===== config.mk =====
export PLATFORM = sky130hd
export DESIGN_NAME = tlv_stream_parser
export DESIGN_NICKNAME = d
export VERILOG_FILES = /design/src/hdl/tsp_pkg.sv /design/src/hdl/tsp_parse_core.sv /design/src/hdl/tsp_out_buf.sv /design/src/hdl/tlv_stream_parser.sv
export SDC_FILE = /design/constraint.sdc
export NUM_CORES = 1
export LEC_CHECK = 0
export BUFFER_PORTS_ARGS = -buffer_cell sky130_fd_sc_hd__buf_2
export CORE_ASPECT_RATIO = 1.25
export CORE_MARGIN = 1
export CORE_UTILIZATION = 55
export CTS_CLUSTER_SIZE = 14
export DETAILED_ROUTE_END_ITERATION = 16
export GPL_TIMING_DRIVEN = 1
export HOLD_SLACK_MARGIN = 0.02
export PLACE_DENSITY = 0.7
export SYNTH_ARGS = -nofsm -noshare
export SYNTH_HDL_FRONTEND = slang
export SYNTH_HIERARCHICAL = 1
export SYNTH_SLANG_ARGS = --single-unit

===== constraint.sdc =====
create_clock -name clk -period 17.4 [get_ports clk]
set_input_delay 3.48 -clock clk [delete_from_list [all_inputs] [get_ports clk]]
set_output_delay 3.48 -clock clk [all_outputs]
set_load 0.01 [all_outputs]

===== src/hdl/tsp_pkg.sv =====
// shared types and codes for the tlv stream parser
`default_nettype none

package tsp_pkg;

  // default number of nesting levels the parser tracks
  localparam int DEFAULT_MAX_DEPTH = 4;

  // field widths
  localparam int ID_W  = 16;
  localparam int LEN_W = 24;

  // record kinds
  localparam logic [1:0] KIND_HEADER = 2'd0;
  localparam logic [1:0] KIND_VALUE  = 2'd1;
  localparam logic [1:0] KIND_ERROR  = 2'd2;

  // error codes
  localparam logic [1:0] ERR_NONE      = 2'd0;
  localparam logic [1:0] ERR_TRUNCATED = 2'd1;
  localparam logic [1:0] ERR_OVERRUN   = 2'd2;
  localparam logic [1:0] ERR_TOO_DEEP  = 2'd3;

  // element types that open a nested level
  localparam logic [1:0] ELEM_OBJ_INST  = 2'd0;
  localparam logic [1:0] ELEM_MULTI_RES = 2'd2;

  // one result record
  typedef struct packed {
    logic [1:0]       kind;
    logic [1:0]       etype;
    logic [ID_W-1:0]  id;
    logic [LEN_W-1:0] vlen;
    logic [1:0]       depth;
    logic [7:0]       data;
    logic             last;
    logic [1:0]       err;
  } record_t;

  // occupancy of the output buffer
  typedef struct packed {
    logic out_valid;
    logic skid_valid;
  } buf_status_t;

endpackage

`default_nettype wire


===== src/hdl/tsp_parse_core.sv =====
// parser state and per-byte next-state and record logic
`default_nettype none

module tsp_parse_core #(
  parameter int MAX_DEPTH = tsp_pkg::DEFAULT_MAX_DEPTH
) (
  input  wire logic            clk,
  input  wire logic            rst,
  input  wire logic            fire,
  input  wire logic [7:0]      payload_byte,
  input  wire logic            end_of_payload,
  output logic                 res_valid,
  output tsp_pkg::record_t     res
);
  import tsp_pkg::*;

  localparam int IW = (MAX_DEPTH > 1) ? $clog2(MAX_DEPTH) : 1;
  localparam logic [IW:0] DEPTH_LIM = (IW+1)'(MAX_DEPTH - 1);

  // parse phases
  localparam logic [1:0] PH_TYPE  = 2'd0;
  localparam logic [1:0] PH_ID    = 2'd1;
  localparam logic [1:0] PH_LEN   = 2'd2;
  localparam logic [1:0] PH_VALUE = 2'd3;

  // control state
  logic [1:0]       phase, phase_next;
  logic [IW-1:0]    open_lv, open_lv_next;
  logic             latched, latched_next;
  // header and count registers
  logic [7:0]       tbits, tbits_next;
  logic [1:0]       fbl, fbl_next;
  logic [ID_W-1:0]  id_acc, id_next;
  logic [LEN_W-1:0] len_acc, len_next;
  logic [LEN_W-1:0] vbl, vbl_next;
  logic [LEN_W-1:0] lv [MAX_DEPTH];
  logic [LEN_W-1:0] lv_next [MAX_DEPTH];

  // working signals
  logic [IW-1:0]    open_idx, open_mid, open_pop;
  logic [IW+1:0]    open_ext;
  logic [LEN_W-1:0] inner_pre, inner_post, vdec;
  logic [1:0]       fdec, err;
  logic             hdr_done, emit, is_cont;
  record_t          rec;

  assign open_idx = open_lv - IW'(1);
  assign open_ext = {2'b00, open_lv};
  assign is_cont  = (tbits[7:6] == ELEM_OBJ_INST) || (tbits[7:6] == ELEM_MULTI_RES);

  // next state and record for one byte
  always_comb begin
    phase_next   = phase;
    open_lv_next = open_lv;
    latched_next = latched;
    tbits_next   = tbits;
    fbl_next     = fbl;
    id_next      = id_acc;
    len_next     = len_acc;
    vbl_next     = vbl;
    lv_next      = lv;
    open_mid     = open_lv;
    open_pop     = '0;
    err          = ERR_NONE;
    hdr_done     = 1'b0;
    emit         = 1'b0;
    fdec         = fbl - {1'b0, (fbl != 2'd0)};
    vdec         = vbl - LEN_W'(vbl != '0);
    inner_pre    = (open_lv != '0) ? lv[open_idx] : '0;
    inner_post   = inner_pre - LEN_W'(inner_pre != '0);
    rec          = '0;
    rec.kind     = KIND_HEADER;

    if (latched) begin
      // drop bytes until end of payload
    end else if ((phase == PH_ID || phase == PH_LEN) && open_lv != '0 && inner_pre == '0) begin
      err = ERR_OVERRUN;
    end else begin
      // every consumed byte counts against all open levels
      for (int i = 0; i < MAX_DEPTH; i++) begin
        if (i < int'(open_lv) && lv[i] != '0) begin
          lv_next[i] = lv[i] - LEN_W'(1);
        end
      end

      unique case (phase)
        PH_TYPE: begin
          tbits_next = payload_byte;
          id_next    = '0;
          len_next   = '0;
          fbl_next   = payload_byte[5] ? 2'd2 : 2'd1;
          phase_next = PH_ID;
        end
        PH_ID: begin
          id_next  = {id_acc[7:0], payload_byte};
          fbl_next = fdec;
          if (fdec == 2'd0) begin
            if (tbits[4:3] != 2'd0) begin
              fbl_next   = tbits[4:3];
              phase_next = PH_LEN;
            end else begin
              len_next = {{(LEN_W-3){1'b0}}, tbits[2:0]};
              hdr_done = 1'b1;
            end
          end
        end
        PH_LEN: begin
          len_next = {len_acc[LEN_W-9:0], payload_byte};
          fbl_next = fdec;
          if (fdec == 2'd0) begin
            hdr_done = 1'b1;
          end
        end
        default: begin
          vbl_next = vdec;
          emit     = 1'b1;
          rec.kind = KIND_VALUE;
          rec.data = payload_byte;
          rec.last = (vdec == '0);
          if (vdec == '0) begin
            phase_next = PH_TYPE;
          end
        end
      endcase

      // completed header: check against the enclosing level
      if (hdr_done) begin
        if (open_lv != '0 && len_next > inner_post) begin
          err = ERR_OVERRUN;
        end else if (is_cont) begin
          if ({1'b0, open_lv} >= DEPTH_LIM) begin
            err = ERR_TOO_DEEP;
          end else begin
            emit             = 1'b1;
            lv_next[open_lv] = len_next;
            open_mid         = open_lv + IW'(1);
            phase_next       = PH_TYPE;
          end
        end else begin
          emit       = 1'b1;
          vbl_next   = len_next;
          phase_next = (len_next == '0) ? PH_TYPE : PH_VALUE;
        end
      end

      // close every exhausted level between elements
      open_lv_next = open_mid;
      if (err == ERR_NONE && phase_next == PH_TYPE) begin
        for (int i = 0; i < MAX_DEPTH; i++) begin
          if (i < int'(open_mid) && lv_next[i] != '0) begin
            open_pop = IW'(i + 1);
          end
        end
        open_lv_next = open_pop;
      end

      // end of payload inside an element or an open level
      if (err == ERR_NONE && end_of_payload &&
          (phase_next != PH_TYPE || open_lv_next != '0)) begin
        err = ERR_TRUNCATED;
      end
    end

    // header fields shared by header and value records
    rec.etype = tbits[7:6];
    rec.id    = id_next;
    rec.vlen  = len_next;
    rec.depth = open_ext[1:0];

    if (err != ERR_NONE) begin
      emit         = 1'b1;
      rec          = '0;
      rec.kind     = KIND_ERROR;
      rec.err      = err;
      latched_next = 1'b1;
    end

    // back to the top level after the last payload byte
    if (end_of_payload) begin
      phase_next   = PH_TYPE;
      open_lv_next = '0;
      latched_next = 1'b0;
    end
  end

  // control registers
  always_ff @(posedge clk) begin
    if (rst) begin
      phase   <= PH_TYPE;
      open_lv <= '0;
      latched <= 1'b0;
    end else if (fire) begin
      phase   <= phase_next;
      open_lv <= open_lv_next;
      latched <= latched_next;
    end
  end

  // header and count registers
  always_ff @(posedge clk) begin
    if (fire) begin
      tbits   <= tbits_next;
      fbl     <= fbl_next;
      id_acc  <= id_next;
      len_acc <= len_next;
      vbl     <= vbl_next;
      lv      <= lv_next;
    end
  end

  assign res_valid = fire && emit;
  assign res       = rec;

endmodule

`default_nettype wire


===== src/hdl/tsp_out_buf.sv =====
// two-entry output register with skid stage
`default_nettype none

module tsp_out_buf (
  input  wire logic              clk,
  input  wire logic              rst,
  input  wire logic              push,
  input  wire tsp_pkg::record_t  push_rec,
  output logic                   space,
  output logic                   out_valid,
  input  wire logic              out_ready,
  output tsp_pkg::record_t       out_rec,
  output tsp_pkg::buf_status_t   status
);
  import tsp_pkg::*;

  logic    ov, sv;
  record_t main_rec, skid_rec;

  // valid flags
  always_ff @(posedge clk) begin
    if (rst) begin
      ov <= 1'b0;
      sv <= 1'b0;
    end else if (out_ready || !ov) begin
      ov <= sv || push;
      sv <= 1'b0;
    end else if (push) begin
      sv <= 1'b1;
    end
  end

  // record storage
  always_ff @(posedge clk) begin
    if (out_ready || !ov) begin
      if (sv) begin
        main_rec <= skid_rec;
      end else if (push) begin
        main_rec <= push_rec;
      end
    end else if (push) begin
      skid_rec <= push_rec;
    end
  end

  assign space             = !sv;
  assign out_valid         = ov;
  assign out_rec           = main_rec;
  assign status.out_valid  = ov;
  assign status.skid_valid = sv;

endmodule

`default_nettype wire


===== src/hdl/tlv_stream_parser.sv =====
// top level of the streaming tlv parser
//
// Input channel: one payload byte per request on payload_byte, with
// end_of_payload high on the last byte of a payload. Output channel: at most
// one record per input byte: an element header, a value byte, or an error.
// A record is registered in the output register, or in the skid stage if a
// record waits there. Throughput: one byte per cycle while in_ready is high;
// each byte updates the parser registers in a single combinational pass
// between the input handshake and the output register.
// Output stall: an output register plus a one-entry skid stage lets the
// parser take a byte while a record waits; in_ready drops only when the
// skid stage is full, and no record is lost or repeated.
// After an error record the rest of the payload is dropped; the byte with
// end_of_payload returns the parser to the top level with all levels closed.
// Reset (rst, synchronous) returns the parser to the top level, clears the
// error state and empties the output buffer; no clearing pass is needed.
// MAX_DEPTH sets how many nesting levels are tracked.
`default_nettype none

module tlv_stream_parser #(
  parameter int MAX_DEPTH = tsp_pkg::DEFAULT_MAX_DEPTH
) (
  input  wire logic        clk,
  input  wire logic        rst,
  input  wire logic        in_valid,
  output logic             in_ready,
  input  wire logic [7:0]  payload_byte,
  input  wire logic        end_of_payload,
  output logic             out_valid,
  input  wire logic        out_ready,
  output logic [1:0]       record_kind,
  output logic [1:0]       element_type,
  output logic [15:0]      element_id,
  output logic [23:0]      value_length,
  output logic [1:0]       nest_depth,
  output logic [7:0]       value_data,
  output logic             last_of_value,
  output logic [1:0]       error_code
);
  import tsp_pkg::*;

  logic        fire, res_valid, space;
  record_t     res, out_rec;
  buf_status_t status;

  assign in_ready = space;
  assign fire     = in_valid && space;

  // parser
  tsp_parse_core #(
    .MAX_DEPTH(MAX_DEPTH)
  ) u_core (
    .clk            (clk),
    .rst            (rst),
    .fire           (fire),
    .payload_byte   (payload_byte),
    .end_of_payload (end_of_payload),
    .res_valid      (res_valid),
    .res            (res)
  );

  // output buffer
  tsp_out_buf u_buf (
    .clk       (clk),
    .rst       (rst),
    .push      (res_valid),
    .push_rec  (res),
    .space     (space),
    .out_valid (out_valid),
    .out_ready (out_ready),
    .out_rec   (out_rec),
    .status    (status)
  );

  // record fields
  assign record_kind   = out_rec.kind;
  assign element_type  = out_rec.etype;
  assign element_id    = out_rec.id;
  assign value_length  = out_rec.vlen;
  assign nest_depth    = out_rec.depth;
  assign value_data    = out_rec.data;
  assign last_of_value = out_rec.last;
  assign error_code    = out_rec.err;

  // skid stage only fills behind a waiting record
  a_skid_behind_main: assert property (@(posedge clk) disable iff (rst)
    status.skid_valid |-> status.out_valid)
    else $error("skid stage holds a record while output register is empty");

  // error records always carry a code, others never
  a_err_code: assert property (@(posedge clk) disable iff (rst)
    out_valid |-> ((record_kind == KIND_ERROR) == (error_code != ERR_NONE)))
    else $error("error code does not match record kind");

  // last marker only on value records
  a_last_value: assert property (@(posedge clk) disable iff (rst)
    (out_valid && last_of_value) |-> (record_kind == KIND_VALUE))
    else $error("last marker on a non-value record");

  // a full buffer that is stalled keeps input blocked
  a_stall_blocks: assert property (@(posedge clk) disable iff (rst)
    (status.skid_valid && !out_ready) |=> !in_ready)
    else $error("input accepted while output buffer is full");

endmodule

`default_nettype wire

==> results.json, run 1 <==
{
  "status": "completed",
  "clk_pin_slew_ns": 0.07,
  "fin_tns_setup_ns": 0,
  "final_cell_mix": "edfxtp_1, nand2_1, nor2_1",
  "start_util_pct": 56.35,
  "drive_gt1_share_pct": 16.06,
  "slew_viol_final": 0,
  "setup_viol": 0,
  "yosys_warnings": 6,
  "slowest_stage": "ha_1",
  "ctsRootBufferMaster": "clkbuf_16",
  "io_buffers": 71,
  "core_area_um2": 31170,
  "timing.final.crit_share_pct": 59.54,
  "crit_type": "flop to flop",
  "reg2regPathDepth": 31,
  "crit_start": "u_core/open_lv[0]$_SDFFE_PP0P_",
  "final_area_um2": 19500,
  "p_leak_uw": 0.007102,
  "arrival_ns": 10.58,
  "r2r-start": "u_core/open_lv[0]$_SDFFE_PP0P_",
  "reg2reg_to": "u_buf/out_rec[22]$_DFFE_PP_",
  "drtIter0Drc": 1391,
  "p_per_area_nw_per_um2": 88.65,
  "drv_cap": 0,
  "hold_slack_ns": 0.5443,
  "vdd_ir_drop_max_mv": 0.07324,
  "worstSetupStartpointType": "flop",
  "postCtsSetupBuffers": 0,
  "avgSynthCellArea_um2": 10.64,
  "clk_path_buf_depth": 3,
  "die_w_um": 161.8,
  "ant_nets": 0,
  "track_usage_pct": 33.58,
  "cp.required_ns": 17.62,
  "hp-class": "flop to flop",
  "cts_tree": "built",
  "antenna_found_initial": 2,
  "cts_sinks": 290,
  "grt_start_max_net_pins": 59,
  "io_pins": 72,
  "grt_pass1_wl_um": 82080,
  "fin_nets": 1791,
  "cts_inserted_buffers": 30,
  "cp_max_fo": 49,
  "grt_overflow": 0,
  "htreeDepth": 1,
  "hold_viol_final": 0,
  "wl_per_cell_um": 25.14,
  "rsz0062_at_grt": "false",
  "cp-end-kind": "flop",
  "fin_skew_ns": 0.02543,
  "drc": 0,
  "syn2layout_area_growth_pct": 11.03,
  "cpPeakStageDelay_ns": 1.03,
  "final_common_cell": "edfxtp_1",
  "die_y_um": 201.8,
  "max_freq_mhz": 96.53,
  "grt_pass1_vias": 13450,
  "tightest_slew_ns": 1.123,
  "routed_wl_um": 54420,
  "maxSlewHeadroom_pct": 25.13,
  "avgViaCountPerCell": 6.508,
  "hold_buffers": 0,
  "drt_pass1_iterations": 6,
  "r2r_slack_ns": 7.04,
  "synth_cells": 1651,
  "dpl_cell_area_um2": 18430,
  "fin_crit_ns": 10.36,
  "dp_hpwl_um": 39630,
  "crit_buf_inv": 4,
  "cts_resized": 0,
  "crit_family": "simple AND/OR/NAND/NOR gates",
  "post-route-util_pct": 62.57,
  "clk_latency_ns": 0.59,
  "globalplace.congestion": 0.9812,
  "die_area_um2": 32660,
  "syn_area_um2": 17570,
  "num_rows": 72,
  "critPathCapture": "u_buf/out_rec[22]$_DFFE_PP_",
  "worstSetupPathDepth": 31,
  "power_uw": 1729,
  "routed-via-count": 14090
}
==> through the flow <==
step                      setup WS [ns]  cells
final                             7.041   2165
after global routing              6.263   2163
after CTS                         7.200   2163
after detailed placement          7.239   2109
after global placement            7.445   2109
after floorplan                   6.354   1698
==> routing by layer <==
metal	track usage [%]	share of wire [%]	wire length, um
met1	41.30	38	20530
met2	57.94	50	27120
met3	4.002	7.0	3824
met4	17.08	5.4	2950
met5	0	0	0
==> cell type report <==
cell class | instances | area (um^2)
well taps | 407 | 509.2
repair buffers | 104 | 603.1
clock inverters | 18 | 262.8
diodes | 2 | 5.005
flip-flops and latches | 290 | 8641
multi-input cells | 1255 | 8478
clock buffers | 36 | 803.3
inverters | 53 | 200.2
fillers | 2619 | 11670
==> sequential cells by signal, indices dropped and copies added (netlist names), 7 cells and up <==
register        count
u_core/lv          96
u_buf/out_rec      57
u_buf/skid_rec     57
u_core/len_acc     24
u_core/vbl         24
u_core/id_acc      16
u_core/tbits        7
==> power by group <==
part	internal (uW)	switching (uW)	total (uW)
logic	62.7	107	169
registers	814	46.7	861
clock network	418	281	699
total	1300	434	1730
==> how the worst min path moves through the flow <==
stage	start	to	slack [ns]	cells after the start
floorplan	u_core/open_lv[1]$_SDFFE_PP0P_	u_core/open_lv[1]$_SDFFE_PP0P_	0.51	2
global placement	u_buf/skid_rec[2]$_DFFE_PP_	u_buf/out_rec[2]$_DFFE_PP_	0.53	1
detailed placement	u_buf/skid_rec[7]$_DFFE_PP_	u_buf/out_rec[7]$_DFFE_PP_	0.54	1
CTS	u_buf/skid_rec[0]$_DFFE_PP_	u_buf/out_rec[0]$_DFFE_PP_	0.55	1
global route	u_buf/skid_rec[0]$_DFFE_PP_	u_buf/out_rec[0]$_DFFE_PP_	0.56	1
finish	u_buf/skid_rec[0]$_DFFE_PP_	u_buf/out_rec[0]$_DFFE_PP_	0.54	1
No activity file was read; power rests on OpenSTA's default activity.
==> run 2, diff against run 1 <==
ABC_AREA = 1   (was not set)
clock period = 10.7 ns   (was 17.4 ns; I/O delays follow)
==> results.json, run 2 <==
{
  "status": "completed",
  "hold_buffers": 0,
  "grt_pass1_wl_um": 88320,
  "drv_cap": 0,
  "synth_cells": 2447,
  "grt_start_max_net_pins": 60,
  "drt_pass1_iterations": 5,
  "sw_frac_of_total_pct": 28.69,
  "ant_nets": 0,
  "cts_sinks": 290,
  "seq_power_share_pct": 47.7,
  "io_buffers": 71,
  "antenna_cells": 0,
  "wl_per_cell_um": 19.35,
  "postCtsSetupBuffers": 0,
  "htreeDepth": 1,
  "crit_type": "flop to flop",
  "track_usage_pct": 32.90,
  "largest_register": "u_core/lv",
  "timing.final.crit_share_pct": 93.01,
  "final_cell_mix": "nand2_1, edfxtp_1, nor2_1",
  "drive_gt1_share_pct": 9.622,
  "hold_viol_final": 0,
  "clk_path_buf_depth": 3,
  "io_pins": 72,
  "dp_hpwl_um": 42560,
  "fin_crit_ns": 9.952,
  "p_leak_uw": 0.009050,
  "arrival_ns": 10.29,
  "globalplace.congestion": 1.014,
  "worstSetupStartpointType": "flop",
  "hold_slack_ns": 0.5087,
  "final_common_cell": "nand2_1",
  "clockPowerShare_pct": 35.5,
  "drc": 0,
  "cts_resized": 0,
  "syn2layout_area_growth_pct": 9.372,
  "cp-end-kind": "flop",
  "crit_family": "simple AND/OR/NAND/NOR gates",
  "cpPeakStageDelay_ns": 0.66,
  "slew_viol_final": 0,
  "antenna_found_initial": 0,
  "start_util_pct": 56.28,
  "fin_tns_setup_ns": 0,
  "routed_wl_um": 57850,
  "avgViaCountPerCell": 5.605,
  "internal_power_uw": 2073,
  "clk_latency_ns": 0.58,
  "rsz0062_at_grt": "false",
  "largest_reg_flops": 96,
  "ctsRootBufferMaster": "clkbuf_16",
  "hp-class": "flop to flop",
  "maxSlewHeadroom_pct": 15.77,
  "grt_overflow": 0,
  "cts_inserted_buffers": 30,
  "drtIter0Drc": 1705,
  "crit_buf_inv": 6,
  "max_freq_mhz": 100.5,
  "grt_use_met3_pct": 4.507,
  "clk_pin_slew_ns": 0.07,
  "core_area_um2": 33780,
  "grt_use_met1_pct": 39.81,
  "yosys_warnings": 6,
  "avgSynthCellArea_um2": 7.770,
  "routed-via-count": 16760,
  "fin_skew_ns": 0.02693,
  "nFillCells": 3086,
  "slowest_stage": "buf_4",
  "vdd_ir_drop_max_mv": 0.1383,
  "path_common_cell": "nand2_1",
  "busiest_layer": "met2",
  "grt_pass1_vias": 15750,
  "die_y_um": 209.9,
  "fin_nets": 2600,
  "cts_tree": "built",
  "die_w_um": 168.3,
  "tightest_slew_ns": 1.264,
  "die_area_um2": 35320,
  "num_rows": 75,
  "use_met2_pct": 55.33,
  "p_sw_uw": 834.0,
  "cp_max_fo": 33,
  "cp.required_ns": 11.03,
  "p_per_area_nw_per_um2": 139.8,
  "syn_area_um2": 19010,
  "p_comb_share_pct": 16.8,
  "setup_viol": 0
}
run 2: path summary, 6_finish.rpt:
check	start	endpoint	slack, ns	cells after the start
worst max-delay path	u_core/open_lv[1]$_SDFFE_PP0P_	u_buf/out_rec[14]$_DFFE_PP_	0.75	45
worst min-delay path	u_buf/skid_rec[12]$_DFFE_PP_	u_buf/out_rec[12]$_DFFE_PP_	0.51	2
worst max register to register	u_core/open_lv[1]$_SDFFE_PP0P_	u_buf/out_rec[14]$_DFFE_PP_	0.75	45
worst min register to register	u_buf/skid_rec[12]$_DFFE_PP_	u_buf/out_rec[12]$_DFFE_PP_	0.51	2
run 2: power by group through the flow:
stage                     logic, uW  registers (uW)  clock network [uW]
after floorplan                 343            1400                   0
after global placement          472            1410                   0
after detailed placement        481            1410                   0
after CTS                       484            1380                1050
after global routing            543            1390                1090
final                           489            1390                1030
run 2: layout make-up:
class | count | area (um^2) | area share, %
sequential | 290 | 8640 | 41.55
clock buffer | 34 | 765.7 | 3.683
inverter | 292 | 1097 | 5.277
clock inverter | 22 | 198.9 | 0.9567
tap | 423 | 529.3 | 2.545
timing repair buffer | 107 | 625.6 | 3.009
multi-input combinational | 1822 | 8937 | 42.98
run 2: worst min-delay path, cell delays in order, from the launching register on:
cell	delay, ns
edfxtp_1	0.33
nand2_1	0.05
nand2_1	0.05
run 2: through the flow:
stage | worst slack, ns | cells | total power, uW | instance area, um^2 | utilization [%]
3_5_place_dp | 0.7474 | 2934 | 1889 | 19830 | 58.69
4_1_cts | 0.6821 | 2990 | 2921 | 20790 | 61.54
6_report | 0.7482 | 2990 | 2907 | 20790 | 61.55
2_1_floorplan | 1.349 | 2494 | 1743 | 19190 | -
3_3_place_gp | 0.9548 | 2934 | 1880 | 19830 | 58.69
5_1_grt | 0.06610 | 2990 | 3022 | 20790 | 61.55
run 2: per-layer routing:
| metal | wire, um | up-vias | share of wire [%] |
|---|---|---|---|
| li1 | - | 8136 | - |
| met4 | 4113 | 0 | 7.1 |
| met3 | 4240 | 181 | 7.3 |
| met5 | 0 | - | 0 |
| met2 | 27270 | 744 | 47 |
| met1 | 22220 | 7698 | 38 |
